### src/hdl/memory_request_queue_cancel_defines.svh
// Assertion macros shared by the memory request queue modules.
// MRQC_ASSERT checks a property on every clock edge outside reset.
// MRQC_ASSERT_IMP checks that an antecedent implies a consequent in the same cycle.
`ifndef MEMORY_REQUEST_QUEUE_CANCEL_DEFINES_SVH
`define MEMORY_REQUEST_QUEUE_CANCEL_DEFINES_SVH

`ifndef SYNTH
`define MRQC_ASSERT(name, clk, rst, prop) \
  name: assert property (@(posedge clk) disable iff (rst) prop) \
    else $error("check failed");
`define MRQC_ASSERT_IMP(name, clk, rst, ante, cons) \
  name: assert property (@(posedge clk) disable iff (rst) (ante) |-> (cons)) \
    else $error("check failed");
`else
`define MRQC_ASSERT(name, clk, rst, prop)
`define MRQC_ASSERT_IMP(name, clk, rst, ante, cons)
`endif

`endif

### src/hdl/mrqc_pkg.sv
package mrqc_pkg;

  localparam int OP_W    = 2;
  localparam int ID_W    = 8;
  localparam int ADDR_W  = 10;
  localparam int DATA_W  = 32;
  localparam int COUNT_W = 5;
  localparam int SIZE_W  = 11;

  localparam int DEF_QUEUE_DEPTH = 16;
  localparam int DEF_MEM_WORDS   = 1024;

  localparam logic [SIZE_W-1:0] RESET_RAM_SIZE = SIZE_W'(1024);

  localparam logic RK_READ = 1'b0;
  localparam logic RK_DROP = 1'b1;

  typedef enum logic [OP_W-1:0] {
    OP_TICK   = 2'd0,
    OP_READ   = 2'd1,
    OP_WRITE  = 2'd2,
    OP_CANCEL = 2'd3
  } op_t;

  typedef enum logic [2:0] {
    Q_NONE,
    Q_SHIFT,
    Q_APPEND,
    Q_KILL,
    Q_COMPACT
  } qop_t;

  typedef enum logic [1:0] {
    ST_IDLE,
    ST_COMPACT,
    ST_RESULT
  } st_t;

  typedef struct packed {
    logic              is_write;
    logic [ID_W-1:0]   id;
    logic [ADDR_W-1:0] addr;
    logic [DATA_W-1:0] value;
  } entry_t;

  // The entry carries the request to append, and its address is the cancel address.
  typedef struct packed {
    qop_t   op;
    entry_t ent;
  } queue_cmd_t;

  typedef struct packed {
    logic full;
    logic empty;
    logic compact;
  } queue_stat_t;

  typedef struct packed {
    logic              rd;
    logic              wr;
    logic [DATA_W-1:0] wdata;
  } mem_req_t;

endpackage

### src/hdl/mrqc_cell.sv
module mrqc_cell
  import mrqc_pkg::*;
(
  input  logic       clk,
  input  logic       rst,
  input  queue_cmd_t cmd,
  input  logic       lower_valid,
  input  logic       upper_valid,
  input  entry_t     upper_ent,
  output logic       valid,
  output entry_t     ent
);

  logic   valid_next;
  entry_t ent_next;
  logic   kill_hit;

  assign kill_hit = valid && !ent.is_write && (ent.addr == cmd.ent.addr);

  always_comb begin
    valid_next = valid;
    ent_next   = ent;
    case (cmd.op)
      Q_SHIFT: begin
        valid_next = upper_valid;
        ent_next   = upper_ent;
      end
      Q_APPEND: begin
        if (!valid && lower_valid) begin
          valid_next = 1'b1;
          ent_next   = cmd.ent;
        end
      end
      Q_KILL: begin
        if (kill_hit) begin
          valid_next = 1'b0;
        end
      end
      Q_COMPACT: begin
        // An empty slot pulls from above; a full slot over an empty one hands down.
        if (!valid) begin
          valid_next = upper_valid;
          ent_next   = upper_ent;
        end else if (!lower_valid) begin
          valid_next = 1'b0;
        end
      end
      default: begin
      end
    endcase
  end

  always_ff @(posedge clk) begin
    if (rst) begin
      valid <= 1'b0;
    end else begin
      valid <= valid_next;
    end
  end

  always_ff @(posedge clk) begin
    ent <= ent_next;
  end

endmodule

### src/hdl/mrqc_queue.sv
`include "memory_request_queue_cancel_defines.svh"

module mrqc_queue
  import mrqc_pkg::*;
#(
  parameter int QUEUE_DEPTH = DEF_QUEUE_DEPTH,
  parameter int QW          = $clog2(QUEUE_DEPTH + 1)
) (
  input  logic          clk,
  input  logic          rst,
  input  queue_cmd_t    cmd,
  output entry_t        head,
  output queue_stat_t   stat,
  output logic [QW-1:0] count
);

  logic   v [QUEUE_DEPTH];
  entry_t e [QUEUE_DEPTH];

  for (genvar i = 0; i < QUEUE_DEPTH; i++) begin : g_slot
    logic   lower_v;
    logic   upper_v;
    entry_t upper_e;

    if (i == 0) begin : g_bottom
      assign lower_v = 1'b1;
    end else begin : g_mid_lo
      assign lower_v = v[i-1];
    end

    if (i == QUEUE_DEPTH - 1) begin : g_top
      assign upper_v = 1'b0;
      assign upper_e = '0;
    end else begin : g_mid_hi
      assign upper_v = v[i+1];
      assign upper_e = e[i+1];
    end

    mrqc_cell u_slot (
      .clk         (clk),
      .rst         (rst),
      .cmd         (cmd),
      .lower_valid (lower_v),
      .upper_valid (upper_v),
      .upper_ent   (upper_e),
      .valid       (v[i]),
      .ent         (e[i])
    );
  end

  assign head = e[0];

  // When the chain is compact the valid bits form a thermometer code.
  always_comb begin
    logic hole;
    logic [QW-1:0] cnt;
    hole = 1'b0;
    cnt  = '0;
    for (int i = 0; i < QUEUE_DEPTH - 1; i++) begin
      hole = hole | (!v[i] && v[i+1]);
    end
    for (int i = 0; i < QUEUE_DEPTH; i++) begin
      if (v[i] && ((i == QUEUE_DEPTH - 1) || !v[(i + 1) % QUEUE_DEPTH])) begin
        cnt = cnt | QW'(i + 1);
      end
    end
    stat.compact = !hole;
    stat.full    = v[QUEUE_DEPTH-1];
    stat.empty   = !v[0];
    count        = cnt;
  end

  `MRQC_ASSERT_IMP(a_append_not_full, clk, rst, cmd.op == Q_APPEND, !stat.full)
  `MRQC_ASSERT_IMP(a_shift_not_empty, clk, rst, cmd.op == Q_SHIFT, !stat.empty)
  `MRQC_ASSERT(a_shift_count, clk, rst,
    (cmd.op == Q_SHIFT && stat.compact) |=> (count == QW'($past(count) - QW'(1))))

endmodule

### config.mk
export PLATFORM = sky130hd
export DESIGN_NAME = mrqc_queue
export DESIGN_NICKNAME = d
export VERILOG_FILES = /design/src/hdl/mrqc_pkg.sv /design/src/hdl/mrqc_cell.sv /design/src/hdl/mrqc_queue.sv
export VERILOG_INCLUDE_DIRS = /design/src /design/src/hdl
export SDC_FILE = /design/constraint.sdc
export NUM_CORES = 1
export LEC_CHECK = 0
export BUFFER_PORTS_ARGS = -buffer_cell sky130_fd_sc_hd__buf_4
export CAP_MARGIN = 25
export CORE_MARGIN = 1
export CORE_UTILIZATION = 40
export DETAILED_ROUTE_END_ITERATION = 7
export GPL_ROUTABILITY_DRIVEN = 1
export SLEW_MARGIN = 20
export SYNTH_ARGS = -nofsm -noshare
export SYNTH_HDL_FRONTEND = slang
export SYNTH_SLANG_ARGS = --single-unit
### constraint.sdc
create_clock -name clk -period 9.25 [get_ports clk]
set_input_delay 1.85 -clock clk [delete_from_list [all_inputs] [get_ports clk]]
set_output_delay 1.85 -clock clk [all_outputs]
set_load 0.1 [all_outputs]
After elaboration in Yosys (flattened, before gate mapping)
Index checks and enable logic that the tools add are counted.
{"block": "word_totals", "word_cells": 433, "register_bits": 832, "output_inout_bits": 59}
{"block": "op_classes", "n_mux": 142, "n_eq_ne": 68, "reduce_logical": 129, "bitwise_logic": 14}
{"op": "51-bit one-hot mux with 3 select lines", "count": 16}
{"op": "51-bit 2-to-1 mux", "count": 32}
{"op": "10-bit equality test", "count": 16}
{"op": "3-bit AND reduction", "count": 31}
{"op": "2-bit != test (second input constant)", "count": 32}
{"op": "1-bit one-hot mux with 4 select lines", "count": 16}
{"op": "1-bit 2-to-1 mux", "count": 63}
{"op": "1-bit logical AND", "count": 62}
{"op": "1-bit zero test", "count": 33}
{"op": "4-bit 2-to-1 mux", "count": 8}
{"op": "2-bit by 1-bit != test with 1-bit output (second input constant)", "count": 16}
{"op": "1-bit OR", "count": 14}
{"op": "3-bit 2-to-1 mux", "count": 4}
{"op": "3-bit by 2-bit equality test with 1-bit output (second input constant)", "count": 2}
{"op": "5-bit 2-to-1 mux", "count": 1}
{"op": "2-bit 2-to-1 mux", "count": 2}
{"op": "4-bit nonzero test", "count": 1}
{"op": "3-bit by 1-bit equality test with 1-bit output (second input constant)", "count": 1}
{"op": "3-bit equality test (second input constant)", "count": 1}
{"op": "3-bit nonzero test", "count": 1}
{"op": "2-bit AND reduction", "count": 1}

Depth between registers and ports, before layout
Gate-level depths: netlist (run 1).
{"block": "depth", "ltp_word": 18, "ltp_mapped": 8, "ltp_nobuf": 5}

Cells and area by module
From an unflattened synthesis (run 1), not the netlist that was laid out.
{"block": "hier_totals", "cells_unflattened": 2369, "hier_area_um2": 39524.2}
{"mod": "mrqc_cell", "n_inst": 16, "seq_area_each_um2": 1551.5, "cells_each": 145, "area_per_inst_um2": 2451.1}
{"mod": "mrqc_queue", "n_inst": 1, "seq_area_each_um2": 0.0, "cells_each": 49, "area_per_inst_um2": 306.5}

Least setup slack after synthesis (run 1)
OpenSTA, ideal clock, no wires.
{"block": "synth_path", "path_type": "input port to flip-flop", "start": "input cmd[53] (netlist bit)", "end": "register g_slot[9].u_slot.ent[0] (netlist bit) (enable)", "cell_stages": 7, "setup_ps": 536, "t_required_ps": 8714, "path_slack_ps": 2209, "n_path_buf": 4, "t_arrival_ps": 6505, "cell_sequence": "buf_4 -> nor2b_1 -> buf_2 -> buf_2 -> buf_2 -> a21oi_1 -> o31ai_1"}
{"block": "synth_between", "elab_chain_cells": 3, "word_cells_on_any_way": 7, "cone_classes": "eq/ne: 5; reduce/logical: 2"}
{"element": "start, declared", "line_no": "mrqc_queue.sv:11", "text": "input queue_cmd_t cmd,"}
{"element": "3-bit equality test, or another cell as far along", "line_no": "mrqc_cell.sv:23", "text": "case (cmd.op)"}
{"element": "2-bit != test (no line) / 3-bit nonzero test (equally long branches)"}
{"element": "3-bit AND reduction (no line) *"}
{"element": "end signal, assigned", "line_no": "mrqc_cell.sv:62", "text": "ent <= ent_next;"}
{"element": "end, declared", "line_no": "mrqc_cell.sv:11", "text": "output entry_t ent"}
Mark *: on every way between the ends. The rest lies on a longest branch, timed or not.
A chain may end at the register's enable or synchronous reset.

==> run_results.csv, run 1 <==
group,metric,value,unit
floorplanning,die_x,301,µm
synth,ys_seq_elements,832,
critical_path,crit_required,9740,ps
power_and_ir_drop,power.share.combinational,9.2,%
clock_network,cts-root-buf,"clkbuf_16",
critical_path,worst-setup-path-type,"in2reg",
clock_network,cts_tree,"built",
layout,register_area,24800,µm²
sta,drv_slew,0,
drt,totalWireLength,79800,µm
layout,area_delta_synth_final,11.9,%
sta,final_hold_viol_count,0,
drt,viasPerCell,5.49,
sta,setup-tns-final,0,ps
power_and_ir_drop,p_int,0.00674,W
sta,clock_skew,37.2,ps
sta,max_freq,206,MHz
min_path,whs_endpoint,"g_slot[14].u_slot.ent[26]$_DFFE_PP_",
sta,tightest_slew,1010,ps
critical_path,reg2reg_depth,3,
floorplanning,initial_utilization,40.3,%
min_path,hold_depth,1,
critical_path,crit_arrival,5340,ps
power_and_ir_drop,swShare,23.6,%
clock_network,post_cts_resized,0,
clock_network,postCtsHoldBufs,0,
power_and_ir_drop,vdd_drop_max,0.154,mV
layout,fin_nets,2415,
placement,place.port_buffers,114,
placement,dp_hpwl,44300,µm
min_path,worstHoldStart,"g_slot[15].u_slot.ent[26]$_SDFFCE_PN0P_",
synth,synth.cell_area,35700,µm²
sta,finalCritPeriodShare,52.5,%
floorplanning,fp.dieH,301,µm
clock_network,path_clk_slew,60,ps
synth,yosysUniqueCellTypes,47,
floorplanning,design.core.area,88400,µm²
drt,vias,19700,
synth,netlist_instances,2379,
sta,setup_viol,0,
synth,async_reset_ff_share,0,%
critical_path,reg2reg_slack,6570,ps
layout,multi_input_comb_area,9600,µm²
power_and_ir_drop,share_seq_of_total_power,51.2,%
synth,synthFlopType,"edfxtp_1",
status,run_status,"finished, final reports clean",
drt,dr.pass1.iters,7,
drt,detail-route-antenna-nets,0,
power_and_ir_drop,clock_power_share,39.6,%
sta,rsz0062_at_grt,"false",
floorplanning,die-area,90300,µm²
critical_path,reg2reg_from,"g_slot[11].u_slot.valid$_SDFFE_PP0P_",
global_route,grt.total_usage,17.7,%
synth,synth_warnings,0,
power_and_ir_drop,p_leak,17.1,nW
placement,gp_congestion,0.881,
global_route,grt_pass1_wl,123000,µm
min_path,holdCritPathClass,"reg2reg",
clock_network,worstSkewPairLatency,640,ps
power_and_ir_drop,cellPowerDensity,221,nW/µm²
layout,drive_above_1_share,11.8,%
critical_path,start_kind,"input port",
drt,wl_per_cell,22.2,µm
clock_network,cts.sinks,832,
clock_network,cts_buffers,88,
clock_network,postCtsSetupBuffers,0,
synth,synth_nets,2435,
critical_path,timing.rr.end,"g_slot[12].u_slot.ent[19]$_DFFE_PP_",
drt,drcViolationCount,0,
flow_run,drv_cap,0,
global_route,antenna_found_initial,0,
synth,synth-edff-count,816,
global_route,first_global_vias,19600,
drt,drtIter0Drc,1586,
clock_network,clock_path_buffers,3,
layout,final_common_cell,"edfxtp_1",
global_route,gr-total-overflow,0,
layout,fill_cells,7811,
floorplanning,row_count,109,
critical_path,crit_path_end_kind,"register",
global_route,grt_max_degree,271,
synth,seq_area_frac_synth,69.6,%
placement,numPlacedInstances,3432,
floorplanning,ioPinCount,115,
sta,period_needed,4860,ps
critical_path,crit_fanout,161,
layout,final_cell_mix,"816 x edfxtp_1, 768 x a21o_1, 139 x buf_4",
power_and_ir_drop,p_switching,0.00208,W
synth,avgSynthCellArea,15.0,µm²
layout,fin_cells,3590,
clock_network,h-tree-depth,3,
sta,slew_headroom,32.8,%
## final cells by class
type                    count  share of cell area, %
inverters                   7                 0.0659
multi-input cells        1286                   24.1
clock buffers             107                   5.75
repair buffers            144                   2.88
well taps                1165                   3.65
flip-flops and latches    832                   62.2
clock inverters            47                   1.34
diodes                      2                 0.0125
## kinds of logic (layout without fill, tap and decap cells)
group	Yosys count	after routing	synth area share (%)
buffers and inverters	261	305	4.12
other	0	2	0
DFF	832	832	69.6
xor gates and xnor gates	161	161	3.95
muxes	14	14	0.393
and+or+nand+nor	216	216	3.49
AOI/OAI and AO/OA	895	895	18.4
## stage by stage
step	setup WS, ps	total power, W	util (%)	hold WS (ps)	instance area, µm²
2_1_floorplan	2210	0.00519	-	495	35700
3_3_place_gp	3660	0.00539	41.9	496	37000
3_5_place_dp	3530	0.00541	41.9	503	37000
4_1_cts	4180	0.00893	45.1	501	39800
5_1_grt	4190	0.00913	45.1	512	39900
6_report	4390	0.00882	45.1	502	39900
## state kept, by name, indices dropped and copies added (netlist names)
name and count:
g_slot.u_slot.ent 816, g_slot.u_slot.valid 16
## routing by layer
layer | up-vias | track usage, % | part of all wire (%)
met3 | 111 | 2.94 | 5.8
met2 | 578 | 26.7 | 45
met4 | 0 | 4.34 | 1.9
li1 | 8874 | - | -
met1 | 10100 | 26.5 | 48
met5 | - | 0 | 0
## cells in the mapped netlist, types with 4 or more instances
library cell	instances	area, µm²
a211o_1	6	52.6
a21o_1	768	5770
a21oi_1	50	250
a311oi_1	6	52.6
and2_1	51	319
buf_2	147	736
buf_4	65	488
buf_6	8	90.1
clkbuf_1	32	120
dfxtp_1	16	320
edfxtp_1	816	24500
inv_1	6	22.5
mux2i_1	14	140
nand2_1	18	67.6
nand2b_1	32	200
nand3_1	7	35.0
nand3b_1	5	37.5
nand4_1	17	106
nor2_1	23	86.3
nor2b_1	17	106
nor3_1	8	40.0
nor3b_1	4	30.0
nor4_1	26	163
o21ai_0	13	65.1
o21ai_1	6	30.0
o221ai_1	7	61.3
o22ai_1	9	56.3
o31ai_1	15	113
or3_1	4	25.0
xnor2_1	67	587
xor2_1	94	823
## how the worst max path moves through the flow
stage,slack [ps],cells after the start,to,startpoint
6_report,4390,7,g_slot[1].u_slot.ent[10]$_DFFE_PP_,cmd[51]
3_5_place_dp,3530,6,g_slot[6].u_slot.ent[22]$_DFFE_PP_,cmd[51]
4_1_cts,4180,6,g_slot[5].u_slot.ent[21]$_DFFE_PP_,cmd[51]
5_1_grt,4190,7,g_slot[5].u_slot.ent[21]$_DFFE_PP_,cmd[51]
2_1_floorplan,2210,7,g_slot[9].u_slot.ent[0]$_DFFE_PP_,cmd[53]
3_3_place_gp,3660,6,g_slot[0].u_slot.ent[10]$_DFFE_PP_,cmd[51]
## power by group through the flow
stage               combinational [W]  sequential (W)  clock (W)
finish                       0.000816         0.00451    0.00349
global route                 0.000877         0.00453    0.00372
CTS                          0.000826         0.00451    0.00359
detailed placement           0.000821         0.00459          0
global placement             0.000805         0.00459          0
floorplan                    0.000490         0.00470          0
## critical path: stages
cell and delay [ps]:
buf_4 540, nor2b_2 320, nand2b_4 530, buf_6 690, buf_12 470, buf_16 460
a21o_1 230
Note: power is estimated with default switching activity, not from simulation.
==> run 2, diff against run 1 <==
Settings changed: ABC_AREA set to 1.
Clock period 9.25 ns to 4.1 ns, I/O delays scaled along.
==> run 2 against run 1 <==
  * The flow now finishes with violations (DRC)
  * Area after synthesis is 0.75% higher
  * Critical path depth fell by 2
  * First-iteration DRC count increased by 31%
  * Largest power group unchanged
  * Wire length is 4.5% higher
  * Critical path type is now reg2out
  * Setup slack lost 3600 ps
  * Sequential share of layout area down 1.4 points
==> run_results.csv, run 2 <==
group,metric,value,unit
synth,synthAdderAreaFrac,0,%
floorplanning,design.core.area,88600,µm²
clock_network,h-tree-depth,3,
flow_run,drv_cap,0,
synth,synth_compound_area_share,3.35,%
drt,vias,23800,
global_route,antenna_found_initial,0,
layout,area_delta_synth_final,13.6,%
sta,max_freq,306,MHz
power_and_ir_drop,clock_power_share,38.5,%
drt,detail-route-antenna-nets,0,
critical_path,worst-setup-path-type,"reg2out",
synth,synth.largest_area_cell,"edfxtp_1",
placement,numPlacedInstances,4662,
layout,regMostFlops,"g_slot.u_slot.ent",
clock_network,worstSkewPairLatency,630,ps
global_route,grt_max_degree,167,
status,run_status,"complete, but fails checks",
synth,synth-edff-count,816,
synth,synth_warnings,0,
sta,clock_skew,15.1,ps
power_and_ir_drop,swShare,25.2,%
power_and_ir_drop,p_int,0.0158,W
clock_network,cts_tree,"built",
synth,yosysUniqueCellTypes,39,
sta,setup_slack,834,ps
synth,yosys-top-cells-count,"1,755 x nand2_1, 816 x edfxtp_1, 250 x inv_1, 172 x o21ai_0",
power_and_ir_drop,share_seq_of_total_power,50.1,%
global_route,first_global_vias,22500,
floorplanning,die-area,91000,µm²
clock_network,path_clk_slew,60,ps
synth,ys_seq_elements,832,
synth,synth_top_family_by_area,"simple AND/OR/NAND/NOR gates",
layout,largest_reg_flops,816,
synth,synthFlopType,"edfxtp_1",
synth,synth-simple-area-share,21.4,%
layout,fin_nets,3643,
sta,rsz0062_at_grt,"false",
clock_network,post_cts_resized,0,
synth,seq_area_frac_synth,69.1,%
clock_network,cts-root-buf,"clkbuf_16",
layout,largestRegisters,"g_slot.u_slot.ent x816, g_slot.u_slot.valid x16",
critical_path,crit_path_end_kind,"output pin",
synth,async_reset_ff_share,0,%
sta,slew_headroom,35.3,%
drt,drtIter0Drc,2077,
clock_network,cts_buffers,88,
floorplanning,fp.dieH,302,µm
sta,drv_slew,0,
status,violations,"DRC",
placement,place.port_buffers,114,
synth,synthXorXnorAreaFrac,0.512,%
clock_network,postCtsSetupBuffers,0,
placement,pre_cts_slack,612,ps
power_and_ir_drop,power.share.combinational,11.4,%
layout,n_antenna_cell,0,
sta,final_hold_viol_count,0,
synth,netlist_instances,3535,
placement,gp_congestion,0.894,
global_route,grt.total_usage,18.4,%
power_and_ir_drop,vdd_drop_max,0.310,mV
floorplanning,row_count,109,
synth,synth.cell_area,35900,µm²
synth,synth.area.mux_share,0,%
critical_path,start_kind,"register",
global_route,grt_pass1_wl,129000,µm
critical_path,crit_fanout,8,
synth,synth_nets,3591,
drt,viasPerCell,4.95,
floorplanning,die_x,302,µm
sta,setup_viol,0,
drt,totalWireLength,83500,µm
global_route,gr-total-overflow,0,
synth,ys_top_cells_by_area,"edfxtp_1 68%, nand2_1 18%, inv_1 2.6%",
power_and_ir_drop,cellPowerDensity,518,nW/µm²
drt,dr.pass1.iters,8,
placement,dp_hpwl,49900,µm
synth,yosysTopAreaCellShare,68.2,%
drt,wl_per_cell,17.3,µm
synth,yosysMostFrequentCell,"nand2_1",
clock_network,postCtsHoldBufs,0,
critical_path,crit_arrival,2450,ps
clock_network,clock_path_buffers,3,
floorplanning,initial_utilization,40.5,%
sta,period_needed,3270,ps
sta,finalCritPeriodShare,79.6,%
min_path,holdCritPathClass,"reg2reg",
floorplanning,ioPinCount,115,
layout,final_cell_mix,"1,755 x nand2_1, 816 x edfxtp_1, 249 x inv_1",
clock_network,cts.sinks,832,
layout,fin_cells,4821,
synth,avgSynthCellArea,10.2,µm²
drt,drcViolationCount,2,
power_and_ir_drop,p_leak,18.5,nW
layout,final_common_cell,"nand2_1",
layout,drive_above_1_share,9.60,%
sta,tightest_slew,968,ps
power_and_ir_drop,p_switching,0.00532,W
critical_path,crit_required,3280,ps
==> run 2: layout make-up <==
cell class | instances | area, µm²
clock buffer | 118 | 2500
clock inverter | 41 | 442
fill | 8327 | 47900
inverter | 272 | 1030
multi-input combinational | 2239 | 9210
sequential | 832 | 24800
tap | 1165 | 1460
timing repair buffer | 154 | 1330
==> run 2: critical path: stages, from the launching register on <==
cell and delay [ps]:
dfxtp_1 640, nor2_1 200, inv_1 90, nand2_1 70
or4_1 550, buf_4 260
==> run 2: kinds of logic (layout without fill, tap and decap cells) <==
kind of cell	after synthesis	count (layout)
compound gates	227	227
buf+inv	464	585
flops	832	832
xor+xnor	21	21
simple gates	1991	1991
==> run 2: metrics by stage <==
stage | total power (W) | setup TNS, ps | cell area, µm² | hold slack, ps | utilization, %
6_report | 0.0211 | 0 | 40800 | 507 | 46.0
3_5_place_dp | 0.0132 | 0 | 37900 | 502 | 42.7
3_3_place_gp | 0.0131 | 0 | 37800 | 498 | 42.7
5_1_grt | 0.0219 | 0 | 40800 | 521 | 46.0
4_1_cts | 0.0213 | 0 | 40800 | 501 | 46.0
2_1_floorplan | 0.0124 | -186450 | 35900 | 495 | -
==> run 2: routing by layer <==
layer  wire length (µm)  GRT usage (%)  vias up
met5                  0              0        -
met1              38000           26.0    11500
met3               5400           3.25      136
met2              38100           28.8      641
met4               2020           5.56        0
li1                   -              -    11500
==> run 2: worst paths after layout <==
check / startpoint / end / slack [ps] / depth (start not counted)
max: g_slot[15].u_slot.valid$_SDFFE_PP0P_ / count[1] / 830 / 5
min: g_slot[7].u_slot.ent[31]$_DFFE_PP_ / g_slot[6].u_slot.ent[31]$_DFFE_PP_ / 510 / 2
min reg2reg: g_slot[7].u_slot.ent[31]$_DFFE_PP_ / g_slot[6].u_slot.ent[31]$_DFFE_PP_ / 510 / 2
max reg2reg: g_slot[4].u_slot.valid$_SDFFE_PP0P_ / g_slot[5].u_slot.ent[21]$_DFFE_PP_ / 1560 / 5
==> run 2: power groups by stage <==
stage               combinational, W  clock [W]  sequential, W
finish                       0.00241    0.00813         0.0106
global route                 0.00267    0.00863         0.0106
CTS                          0.00243    0.00832         0.0106
detailed placement           0.00242          0         0.0107
global placement             0.00237          0         0.0107
floorplan                    0.00141          0         0.0110
